==> src/rtl/eckd_pkg.sv <==
// eckd_pkg: types, character codes and the per-character decode step
// for the key-string decoder. No dependencies.
package eckd_pkg;

	localparam int MAX_BYTES = 255;
	localparam int CNT_W     = $clog2(MAX_BYTES + 1);
	localparam int MAX_RES   = 3;
	localparam int QDEPTH    = 4;
	localparam int QAW       = $clog2(QDEPTH);
	localparam int QLW       = $clog2(QDEPTH + 1);

	localparam logic [7:0] CH_NUL   = 8'h00;
	localparam logic [7:0] CH_CARET = 8'h5E;
	localparam logic [7:0] CH_BSL   = 8'h5C;
	localparam logic [7:0] CH_QUEST = 8'h3F;
	localparam logic [7:0] CH_DEL   = 8'h7F;
	localparam logic [7:0] CH_0     = 8'h30;
	localparam logic [7:0] CH_1     = 8'h31;
	localparam logic [7:0] CH_7     = 8'h37;
	localparam logic [7:0] CH_9     = 8'h39;
	localparam logic [7:0] CH_UA    = 8'h41;
	localparam logic [7:0] CH_UF    = 8'h46;
	localparam logic [7:0] CH_LA    = 8'h61;
	localparam logic [7:0] CH_LF    = 8'h66;
	localparam logic [7:0] CH_LZ    = 8'h7A;
	localparam logic [7:0] CH_AT    = 8'h40;
	localparam logic [7:0] CH_USC   = 8'h5F;
	localparam logic [7:0] CH_XL    = 8'h78;
	localparam logic [7:0] CH_XU    = 8'h58;
	localparam logic [7:0] CH_B     = 8'h62;
	localparam logic [7:0] CH_F     = 8'h66;
	localparam logic [7:0] CH_N     = 8'h6E;
	localparam logic [7:0] CH_R     = 8'h72;
	localparam logic [7:0] CH_S     = 8'h73;
	localparam logic [7:0] CH_T     = 8'h74;
	localparam logic [7:0] CTRL_LOW = 8'h60;

	typedef enum logic [3:0] {
		PH_NORM   = 4'd0,
		PH_CARET  = 4'd1,
		PH_ESC    = 4'd2,
		PH_ZERO   = 4'd3,
		PH_HEXS_L = 4'd4,
		PH_HEXS_U = 4'd5,
		PH_HEX    = 4'd6,
		PH_OCT    = 4'd7,
		PH_DEC    = 4'd8,
		PH_ERR    = 4'd9
	} phase_t;

	typedef enum logic [1:0] {
		K_BYTE  = 2'd0,
		K_DONE  = 2'd1,
		K_ERROR = 2'd2
	} kind_t;

	typedef struct packed {
		logic [7:0] out_byte;
		kind_t      kind;
		logic [7:0] byte_count;
		logic       last;
	} res_t;

	typedef struct packed {
		phase_t           ph;
		logic [8:0]       acc;
		logic [CNT_W-1:0] cnt;
	} st_t;

	typedef struct packed {
		st_t                     st;
		res_t [MAX_RES-1:0]      res;
		logic [1:0]              n;
	} step_t;

	typedef struct packed {
		res_t [MAX_RES-1:0] res;
		logic [1:0]         n;
	} push_t;

	typedef struct packed {
		logic           nonempty;
		logic           room;
		logic [QLW-1:0] level;
	} q_stat_t;

	function automatic step_t put_res(step_t s, logic [7:0] b, kind_t k, logic [7:0] nb);
		step_t r;
		r = s;
		r.res[r.n] = '{out_byte: b, kind: k, byte_count: nb, last: 1'b0};
		r.n = r.n + 2'd1;
		return r;
	endfunction

	function automatic step_t emit_b(step_t s, logic [7:0] b);
		step_t r;
		r = s;
		if (r.st.ph != PH_ERR) begin
			if (r.st.cnt >= CNT_W'(MAX_BYTES)) begin
				r.st.ph = PH_ERR;
			end else begin
				r = put_res(r, b, K_BYTE, 8'd0);
				r.st.cnt = r.st.cnt + 1'b1;
			end
		end
		return r;
	endfunction

	function automatic step_t end_tok(step_t s, logic err);
		step_t r;
		r = s;
		if (err)
			r = put_res(r, 8'd0, K_ERROR, 8'd0);
		else
			r = put_res(r, 8'd0, K_DONE, 8'(r.st.cnt));
		r.st.ph  = PH_NORM;
		r.st.acc = '0;
		r.st.cnt = '0;
		return r;
	endfunction

	function automatic step_t norm_pass(step_t s, logic [7:0] c);
		step_t r;
		r = s;
		r.st.ph = PH_NORM;
		priority if (c == CH_NUL)
			r = end_tok(r, r.st.cnt == '0);
		else if (c == CH_CARET)
			r.st.ph = PH_CARET;
		else if (c == CH_BSL)
			r.st.ph = PH_ESC;
		else
			r = emit_b(r, c);
		return r;
	endfunction

	// {valid, value}
	function automatic logic [4:0] hex_val(logic [7:0] c);
		logic [4:0] h;
		h = '0;
		priority if (c >= CH_0 && c <= CH_9)
			h = {1'b1, 4'(c - CH_0)};
		else if (c >= CH_LA && c <= CH_LF)
			h = {1'b1, 4'(c - CH_LA + 8'd10)};
		else if (c >= CH_UA && c <= CH_UF)
			h = {1'b1, 4'(c - CH_UA + 8'd10)};
		else
			h = '0;
		return h;
	endfunction

	function automatic step_t step(st_t st, logic [7:0] c);
		step_t      s;
		logic       again;
		logic [4:0] hv;
		logic [4:0] base;
		logic [12:0] a13;
		logic [12:0] nv;
		logic [7:0] v;
		s = '0;
		s.st = st;
		again = 1'b0;
		hv = hex_val(c);
		a13 = {4'b0, st.acc};
		base = 5'd10;
		nv = '0;
		v = '0;
		unique case (st.ph)
			PH_ERR: begin
				if (c == CH_NUL)
					s = end_tok(s, 1'b1);
			end
			PH_CARET: begin
				priority if (c == CH_NUL) begin
					s = end_tok(s, 1'b1);
				end else if (c == CH_QUEST) begin
					s.st.ph = PH_NORM;
					s = emit_b(s, CH_DEL);
				end else if (c >= CH_LA && c <= CH_LZ) begin
					s.st.ph = PH_NORM;
					s = emit_b(s, c - CTRL_LOW);
				end else if (c >= CH_AT && c <= CH_USC) begin
					s.st.ph = PH_NORM;
					s = emit_b(s, c - CH_AT);
				end else begin
					s.st.ph = PH_ERR;
				end
			end
			PH_ESC: begin
				priority if (c == CH_NUL) begin
					s = end_tok(s, 1'b1);
				end else if (c == CH_0) begin
					s.st.acc = '0;
					s.st.ph  = PH_ZERO;
				end else if (c >= CH_1 && c <= CH_9) begin
					s.st.acc = {1'b0, c - CH_0};
					s.st.ph  = PH_DEC;
				end else begin
					unique case (c)
						CH_B:    v = 8'd8;
						CH_F:    v = 8'd12;
						CH_N:    v = 8'd10;
						CH_R:    v = 8'd13;
						CH_S:    v = 8'd32;
						CH_T:    v = 8'd9;
						default: v = c;
					endcase
					s.st.ph = PH_NORM;
					s = emit_b(s, v);
				end
			end
			PH_ZERO: begin
				priority if (c == CH_XL) begin
					s.st.ph = PH_HEXS_L;
				end else if (c == CH_XU) begin
					s.st.ph = PH_HEXS_U;
				end else if (c >= CH_0 && c <= CH_7) begin
					s.st.acc = {1'b0, c - CH_0};
					s.st.ph  = PH_OCT;
				end else begin
					s.st.ph = PH_NORM;
					s = emit_b(s, 8'd0);
					again = 1'b1;
				end
			end
			PH_HEXS_L, PH_HEXS_U: begin
				if (hv[4]) begin
					s.st.acc = {5'b0, hv[3:0]};
					s.st.ph  = PH_HEX;
				end else begin
					v = (st.ph == PH_HEXS_L) ? CH_XL : CH_XU;
					s.st.ph = PH_NORM;
					s = emit_b(s, 8'd0);
					s = emit_b(s, v);
					again = 1'b1;
				end
			end
			PH_HEX, PH_OCT, PH_DEC: begin
				unique case (st.ph)
					PH_HEX: begin
						base = 5'd16;
						nv = a13 << 4;
					end
					PH_OCT: begin
						base = 5'd8;
						nv = a13 << 3;
					end
					default: begin
						base = 5'd10;
						nv = (a13 << 3) + (a13 << 1);
					end
				endcase
				nv = nv + {9'b0, hv[3:0]};
				if (hv[4] && ({1'b0, hv[3:0]} < base)) begin
					if (nv > 13'd255) begin
						s.st.acc = '0;
						s.st.ph  = PH_ERR;
					end else begin
						s.st.acc = nv[8:0];
					end
				end else begin
					s.st.acc = '0;
					s.st.ph  = PH_NORM;
					s = emit_b(s, st.acc[7:0]);
					again = 1'b1;
				end
			end
			default: s = norm_pass(s, c);
		endcase
		// character that ends a number or prefix goes round once more
		if (again) begin
			if (s.st.ph == PH_ERR) begin
				if (c == CH_NUL)
					s = end_tok(s, 1'b1);
			end else begin
				s = norm_pass(s, c);
			end
		end
		if (s.n != 2'd0)
			s.res[s.n - 2'd1].last = 1'b1;
		return s;
	endfunction

endpackage

==> src/rtl/escape_caret_key_string_decoder.sv <==
// escape_caret_key_string_decoder: top level of the key-string decoder.
// Uses eckd_pkg, eckd_front, eckd_queue, eckd_back.
//
// Takes one token character per cycle (0 ends the token) and returns the
// decoded bytes, then a done or error result at the terminator, one result
// per cycle unless res_stall is set, with last marking the final result of
// each character. A character is decoded in the cycle it is accepted; its
// results go through the result queue into the output register. The front
// takes a character only while the four-entry queue has room for three
// results: one-result characters stream at one per cycle while res_stall is
// low; two- or three-result ones hold input off until the output drains.
module escape_caret_key_string_decoder (
	input  logic            clk,
	input  logic            arst_n,
	input  logic            ch_valid,
	output logic            ch_stall,
	input  logic [7:0]      ch,
	output logic            res_valid,
	input  logic            res_stall,
	output logic [7:0]      out_byte,
	output eckd_pkg::kind_t kind,
	output logic [7:0]      byte_count,
	output logic            last
);
	import eckd_pkg::*;

	push_t   push;
	q_stat_t q_stat;
	res_t    head;
	res_t    res;
	logic    pop;

	eckd_front u_front (
		.clk      (clk),
		.arst_n   (arst_n),
		.ch_valid (ch_valid),
		.ch_stall (ch_stall),
		.ch       (ch),
		.q_stat   (q_stat),
		.push     (push)
	);

	eckd_queue u_queue (
		.clk    (clk),
		.arst_n (arst_n),
		.push   (push),
		.pop    (pop),
		.head   (head),
		.q_stat (q_stat)
	);

	eckd_back u_back (
		.clk        (clk),
		.arst_n     (arst_n),
		.head       (head),
		.q_nonempty (q_stat.nonempty),
		.pop        (pop),
		.res_valid  (res_valid),
		.res_stall  (res_stall),
		.res        (res)
	);

	assign out_byte   = res.out_byte;
	assign kind       = res.kind;
	assign byte_count = res.byte_count;
	assign last       = res.last;

`ifndef SYNTH
	a_q_bound: assert property (@(posedge clk) disable iff (!arst_n)
		q_stat.level <= QLW'(QDEPTH))
		else $error("result queue overfilled");

	a_term_ends: assert property (@(posedge clk) disable iff (!arst_n)
		(ch_valid && !ch_stall && ch == CH_NUL) |->
		(push.n != 2'd0 && push.res[push.n - 2'd1].kind != K_BYTE))
		else $error("terminator gave no done or error result");

	a_mid_bytes: assert property (@(posedge clk) disable iff (!arst_n)
		(ch_valid && !ch_stall && ch != CH_NUL && push.n != 2'd0) |->
		(push.res[push.n - 2'd1].kind == K_BYTE))
		else $error("token ended before its terminator");

	a_status_zero: assert property (@(posedge clk) disable iff (!arst_n)
		(res_valid && kind != K_BYTE) |-> (out_byte == 8'd0))
		else $error("status result carries a byte");
`endif

endmodule

==> src/rtl/eckd_front.sv <==
// eckd_front: token state and per-character decode; pushes up to three
// results a character into the result queue. Uses eckd_pkg.
module eckd_front (
	input  logic             clk,
	input  logic             arst_n,
	input  logic             ch_valid,
	output logic             ch_stall,
	input  logic [7:0]       ch,
	input  eckd_pkg::q_stat_t q_stat,
	output eckd_pkg::push_t  push
);
	import eckd_pkg::*;

	st_t   st_q;
	step_t nxt;
	logic  accept;

	assign ch_stall = !q_stat.room;
	assign accept   = ch_valid && !ch_stall;

	always_comb begin
		nxt = step(st_q, ch);
	end

	assign push.res = nxt.res;
	assign push.n   = accept ? nxt.n : 2'd0;

	always_ff @(posedge clk or negedge arst_n) begin
		if (!arst_n) begin
			st_q <= '{ph: PH_NORM, acc: '0, cnt: '0};
		end else if (accept) begin
			st_q <= nxt.st;
		end
	end

endmodule

==> src/rtl/eckd_queue.sv <==
// eckd_queue: small result queue between decode and output stage;
// multi-entry push, single pop. Uses eckd_pkg.
module eckd_queue (
	input  logic              clk,
	input  logic              arst_n,
	input  eckd_pkg::push_t   push,
	input  logic              pop,
	output eckd_pkg::res_t    head,
	output eckd_pkg::q_stat_t q_stat
);
	import eckd_pkg::*;

	res_t           mem_q [QDEPTH];
	logic [QAW-1:0] wr_ptr_q;
	logic [QAW-1:0] rd_ptr_q;
	logic [QLW-1:0] lvl_q;

	assign head            = mem_q[rd_ptr_q];
	assign q_stat.nonempty = lvl_q != '0;
	assign q_stat.room     = lvl_q <= QLW'(QDEPTH - MAX_RES);
	assign q_stat.level    = lvl_q;

	always_ff @(posedge clk) begin
		for (int i = 0; i < MAX_RES; i++) begin
			if (2'(i) < push.n)
				mem_q[wr_ptr_q + QAW'(i)] <= push.res[i];
		end
	end

	always_ff @(posedge clk or negedge arst_n) begin
		if (!arst_n) begin
			wr_ptr_q <= '0;
			rd_ptr_q <= '0;
			lvl_q    <= '0;
		end else begin
			wr_ptr_q <= wr_ptr_q + QAW'(push.n);
			if (pop)
				rd_ptr_q <= rd_ptr_q + 1'b1;
			lvl_q <= lvl_q + QLW'(push.n) - QLW'(pop);
		end
	end

endmodule

==> src/rtl/eckd_back.sv <==
// eckd_back: output register of the result channel, refilled from the
// queue head whenever it is empty or being taken. Uses eckd_pkg.
module eckd_back (
	input  logic           clk,
	input  logic           arst_n,
	input  eckd_pkg::res_t head,
	input  logic           q_nonempty,
	output logic           pop,
	output logic           res_valid,
	input  logic           res_stall,
	output eckd_pkg::res_t res
);
	import eckd_pkg::*;

	res_t res_q;
	logic valid_q;

	assign pop       = q_nonempty && (!valid_q || !res_stall);
	assign res_valid = valid_q;
	assign res       = res_q;

	always_ff @(posedge clk) begin
		if (pop)
			res_q <= head;
	end

	always_ff @(posedge clk or negedge arst_n) begin
		if (!arst_n) begin
			valid_q <= 1'b0;
		end else if (pop) begin
			valid_q <= 1'b1;
		end else if (!res_stall) begin
			valid_q <= 1'b0;
		end
	end

endmodule

==> config.mk <==
export PLATFORM = sky130hd
export DESIGN_NAME = escape_caret_key_string_decoder
export DESIGN_NICKNAME = d
export VERILOG_FILES = /design/src/rtl/eckd_pkg.sv /design/src/rtl/escape_caret_key_string_decoder.sv /design/src/rtl/eckd_front.sv /design/src/rtl/eckd_queue.sv /design/src/rtl/eckd_back.sv
export SDC_FILE = /design/constraint.sdc
export NUM_CORES = 1
export LEC_CHECK = 0
export CAP_MARGIN = 10
export CORE_MARGIN = 4
export CORE_UTILIZATION = 35
export CTS_BUF_LIST = sky130_fd_sc_hd__clkbuf_2 sky130_fd_sc_hd__clkbuf_4 sky130_fd_sc_hd__clkbuf_8
export CTS_CLUSTER_SIZE = 8
export DETAILED_ROUTE_END_ITERATION = 6
export DONT_BUFFER_PORTS = 1
export GPL_TIMING_DRIVEN = 0
export PLACE_DENSITY = 0.58
export SYNTH_ARGS = -nofsm -noshare
export SYNTH_HDL_FRONTEND = slang
export SYNTH_SLANG_ARGS = --single-unit
==> constraint.sdc <==
create_clock -name clk -period 7.4 [get_ports clk]
set_input_delay 1.48 -clock clk [delete_from_list [all_inputs] [get_ports clk]]
set_output_delay 1.48 -clock clk [all_outputs]
set_load 0.03 [all_outputs]
### Word-level counts from Yosys, hierarchy flattened

Memories as Yosys holds them, arrays and structs flattened. A register that Yosys moved wholly into a read port is not among the register bits.
Cells that the tools add are included.

* $add $sub $neg: 21
* magnitude comparators: 26
* eq/ne operators: 24
* muxes and demuxes: 89
* bitwise logic cells: 3
* reductions and logical operators: 24

Operators by type and width (count)
* $mux 67: 19
* $mux 80: 13
* $pmux 80 s6: 1
* $bwmux 57: 4
* $mux 76: 2
* $demux 19 s2: 3
* $mux 13: 7
* $eq 8x7->1 const B: 10
* $mux 59: 1
* $mux 57: 1
* $and 54x54->54: 1
* $not 54->54: 1
* $pmux 8 s6: 1
* $mux 4: 11
* $mux 19: 2
* $le 8x7->1 const B: 4
* $pmux 13 s2: 1
* $add 8x1->8 const B: 3
* $ge 8x7->1 const B: 3
* $ge 8x8->1 const B: 3
* $logic_not 8->1: 3
* $mux 5: 4
* $eq 4x3->1 const B: 4
* $eq 8x6->1 const B: 2
* 40 further kinds: 83

* bits in registers: 29
* RAM bits: 76
* bits of input ports: 12
* output and inout port bits: 21
* word-level logic and storage cells: 195
* memories: 1

Memory list
* u_queue.mem_q: words 4, width 19, read ports 1, clocked after memory_dff 1, write ports 3, line eckd_queue.sv:13 `res_t mem_q [QDEPTH];`

### Depth between registers and ports, before layout

* depth after elaboration: 34
* mapped depth: 30
* mapped depth without buffers: 26

### By module

A second synthesis with hierarchy kept.

* cell total of the unflattened synthesis: 1401
* area total of the unflattened synthesis: 11680.0 um2

Modules (own cells, without submodules)
* eckd_front: times used 1, cells each 895, area each 6308.6 um2, sequential area each 525.5 um2
* eckd_queue: times used 1, cells each 484, area each 4757.1 um2, sequential area each 2457.4 um2
* eckd_back: times used 1, cells each 22, area each 614.3 um2, sequential area each 595.6 um2

### Worst setup path after synthesis

OpenSTA, ideal clock, no wires.

* path type: input port to flip-flop
* start: input port ch[0]
* end: memory u_queue.mem_q[0][0] (netlist name) (enable)
* setup time: 0.457 ns
* data arrival time: 8.644 ns
* required time: 6.943 ns
* path slack: -1.701 ns
* stages on the path: 28
* path buffers: 4
* cell sequence: clkbuf_1 > inv_1 > ha_1 > buf_2 > nor4b_4 > o41a_1 > nor3_1 > nor3_1 > nor2_1 > ha_1 > o22ai_1 > o32ai_2 > a211oi_4 > o221ai_1 > a32oi_1 > o22a_1 > clkbuf_1 > inv_1 > ha_1 > nand3_1 > a21oi_1 > nand4_4 > o211ai_4 > a211o_1 > buf_6 > nand2_8 > o21ai_2 > a2111oi_1

RTL lines
* start: declaration: line escape_caret_key_string_decoder.sv:17 `input logic [7:0] ch,`
* end: declaration: line eckd_queue.sv:13

==> impl_metrics.yaml <==
logic_synthesis:
  seq_area_frac_synth_pct: 33.7
  synthTopCellsByArea: "edfxtp_1, dfrtp_1, nand2_1"
  synth_edf_count: 95
  synth_top_family_by_area: "compound AO/OA/AOI/OAI gates"
  async_flop_share_pct: 23.4
  synth.most_common_cell: "nand2_1"
  synthAdderAreaFrac_pct: 4.93
  synthSimpleGateAreaFrac_pct: 19.2
  synth_top_cell_by_area: "edfxtp_1"
  yosysTopAreaCellShare_pct: 26.9
  synth.mux.area_fraction_pct: 7.90
  syn_area_um2: 10600
  synth_cells: 1149
  synth_nets: 1201
  yosys_most_used_dff: "edfxtp_1"
  synth_cell_types: 119
  synth_xor_area_share_pct: 1.40
  postSynthAreaPerCell_um2: 9.23
  ys_ff_latch: 124
  yosys-top-cells-count: "nand2_1, edfxtp_1, a21oi_1"
  synth_compound_area_share_pct: 28.1
  yosysWarnings: 0
place:
  io_buffers: 0
  dp_hpwl_um: 27000
  routabilityCongestion: 0.945
cts:
  h-tree-depth: 4
  clk_latency_ns: 0.47
  cts_root_buf: "clkbuf_8"
  cts_buffers: 17
  clock-sinks: 124
  cts_tree: "built"
  clk_pin_slew_ns: 0.09
  clockBufferDepth: 2
floorplanning:
  initial_core_util_pct: 35.6
  die_h_um: 182
  die_x_um: 182
  num_io_pins: 33
  dieArea_um2: 33200
  core-area_um2: 29800
  num_rows: 63
detailed_routing:
  routed_wl_um: 36000
  drt_drc_violations_left: 2
  wl_per_cell_um: 22.5
  post_drt_via_cell_ratio: 6.24
  antenna_left: 0
  drt_iter0_markers: 992
  vias: 9950
  dr.pass1.iters: 7
setup_path:
  critPathSlowestCell: "o41a_1"
  cp.required_ns: 7.60
  worstSetupPathType: "in -> reg"
  slowest_delay_ns: 0.42
  worstPathArrival_ns: 7.35
  cpMostUsedCell: "buf_4"
  crit_fanout: 10
  end_kind: "flip-flop"
  worst_setup_path_start_kind: "input pin"
sta:
  setup_tns_ns: 0
  slew_headroom_pct: 39.0
  period_share_pct: 96.6
  hold_viol: 0
  tightest_slew_ns: 0.904
  clock_skew_ns: 0.0282
  setup_viol: 0
  fin_crit_ns: 7.15
  drv_slew: 0
  fmax_mhz: 140
final_layout:
  final_util_pct: 40.0
  syn_to_final_growth_pct: 12.2
  nNetsFinal: 1245
  drive_gt1_share_pct: 16.7
  diodes: 0
power_and_ir_drop:
  peakVddDrop_mv: 0.217
  power_density_nw_per_um2: 383
  total_power_mw: 4.56
  p_leak_nw: 4.16
global_routing:
  grt_antenna_before_repair: 0
  grt_pass1_wl_um: 56000
  grt_use_total_pct: 21.2
  grt_max_degree: 30
  grt_overflow: 0
  grt_pass1_vias: 9672
status:
  violations: "design-rule violations"
  status: "finished with violations"
run:
  cap_violations: 0
min_path:
  hold_class: "reg -> reg"
[sequential cells by signal (all words and copies together), names as in the netlist]
| register | count |
|---|---|
| u_queue.rd_ptr_q | 2 |
| u_back.res_valid | 1 |
| u_back.res | 19 |
| u_front.st_q | 21 |
| u_queue.lvl_q | 3 |
| u_queue.wr_ptr_q | 2 |
| u_queue.mem_q | 76 |
[cells in the final DEF (no fill, tap or decap), types with 25 or more instances in the layout]
cell	netlist	layout
inv_1	39	39
mux2i_1	32	32
edfxtp_1	95	95
a21oi_1	77	71
nor3_1	31	29
nand2_1	126	125
clkbuf_1	45	41
o21ai_0	58	57
ha_1	37	36
nand3_1	38	38
nor2_1	74	71
dfrtp_1	29	29
buf_4	4	25
[per-stage QoR]
stage	std cells	hold slack (ns)	setup slack, ns	cell area (um^2)
after global routing	1595	0.551	-0.00865	11900
after global placement	1539	0.469	-1.64	11200
final	1595	0.507	0.254	11900
after detailed placement	1544	0.496	-1.35	11200
after CTS	1583	0.514	0.0468	11700
after floorplan	1149	0.447	0.0196	10700
[final timing paths]
| kind | from | endpoint | slack, ns | cells after the start |
|---|---|---|---|---|
| setup reg to reg | u_front.st_q[1] | u_queue.mem_q[2][14] | 0.37 | 25 |
| setup / recovery | ch[0] | u_queue.mem_q[2][14] | 0.25 | 30 |
| min in group asynchronous | arst_n | u_front.st_q[20] | 0.70 | 0 |
| max in group asynchronous | arst_n | u_front.st_q[1] | 6.58 | 0 |
| hold / removal | u_queue.lvl_q[0] | u_back.res_valid | 0.51 | 2 |
| hold reg to reg | u_queue.lvl_q[0] | u_back.res_valid | 0.51 | 2 |
[power breakdown]
group	total [mW]	leakage (nW)	internal, mW	switching [mW]
clock	0.592	0.179	0.263	0.329
combinational	2.74	2.72	0.953	1.78
sequential	1.23	1.26	1.02	0.212
total	4.56	4.16	2.24	2.32
[final cells by class]
class                      count  area, um^2
buffer                        78         354
clock buffer                  17         234
clock inverter                14         121
fill                        2937       17900
inverter                      40         150
multi-input combinational    905        6750
sequential                   124        3580
tap                          390         488
timing repair buffer          27         233
[logic make-up (layout without fill, tap and decap cells)]
logic type                 Yosys count  in the layout
AOI/OAI and AO/OA                  395            395
and+or+nand+nor                    394            394
DFF                                124            124
buffers and inverters              120            176
muxes                               59             59
adders and majority gates           40             40
xor gates and xnor gates            17             17
[what timing repair did]
action / CTS / global route
endpoints found under the setup margin: 154 / 154
buffers inserted: 10 / 11
cloned: 0 / 1
gates resized for setup: 16 / 19
pin swaps: 5 / 7
hold buffers: 0 / 0
[critical path, delay by kind of cell]
| family | cells | cell delay, ns |
|---|---|---|
| AOI/OAI and AO/OA | 8 | 1.90 |
| adders and majority gates | 3 | 0.59 |
| buffers and inverters | 7 | 1.08 |
| muxes | 1 | 0.19 |
| and+or+nand+nor | 11 | 2.07 |
[routing by layer]
| metal | global-route usage, % | vias to the layer above | share of wire, % | routed length [um] |
|---|---|---|---|---|
| li1 | - | 4575 | - | - |
| met1 | 28.5 | 4817 | 43 | 15500 |
| met2 | 34.8 | 481 | 47 | 17000 |
| met3 | 3.81 | 77 | 7.0 | 2530 |
| met4 | 6.93 | 0 | 2.7 | 959 |
| met5 | 0 | - | 0 | 0 |
No activity file was read; power rests on OpenSTA's default activity.
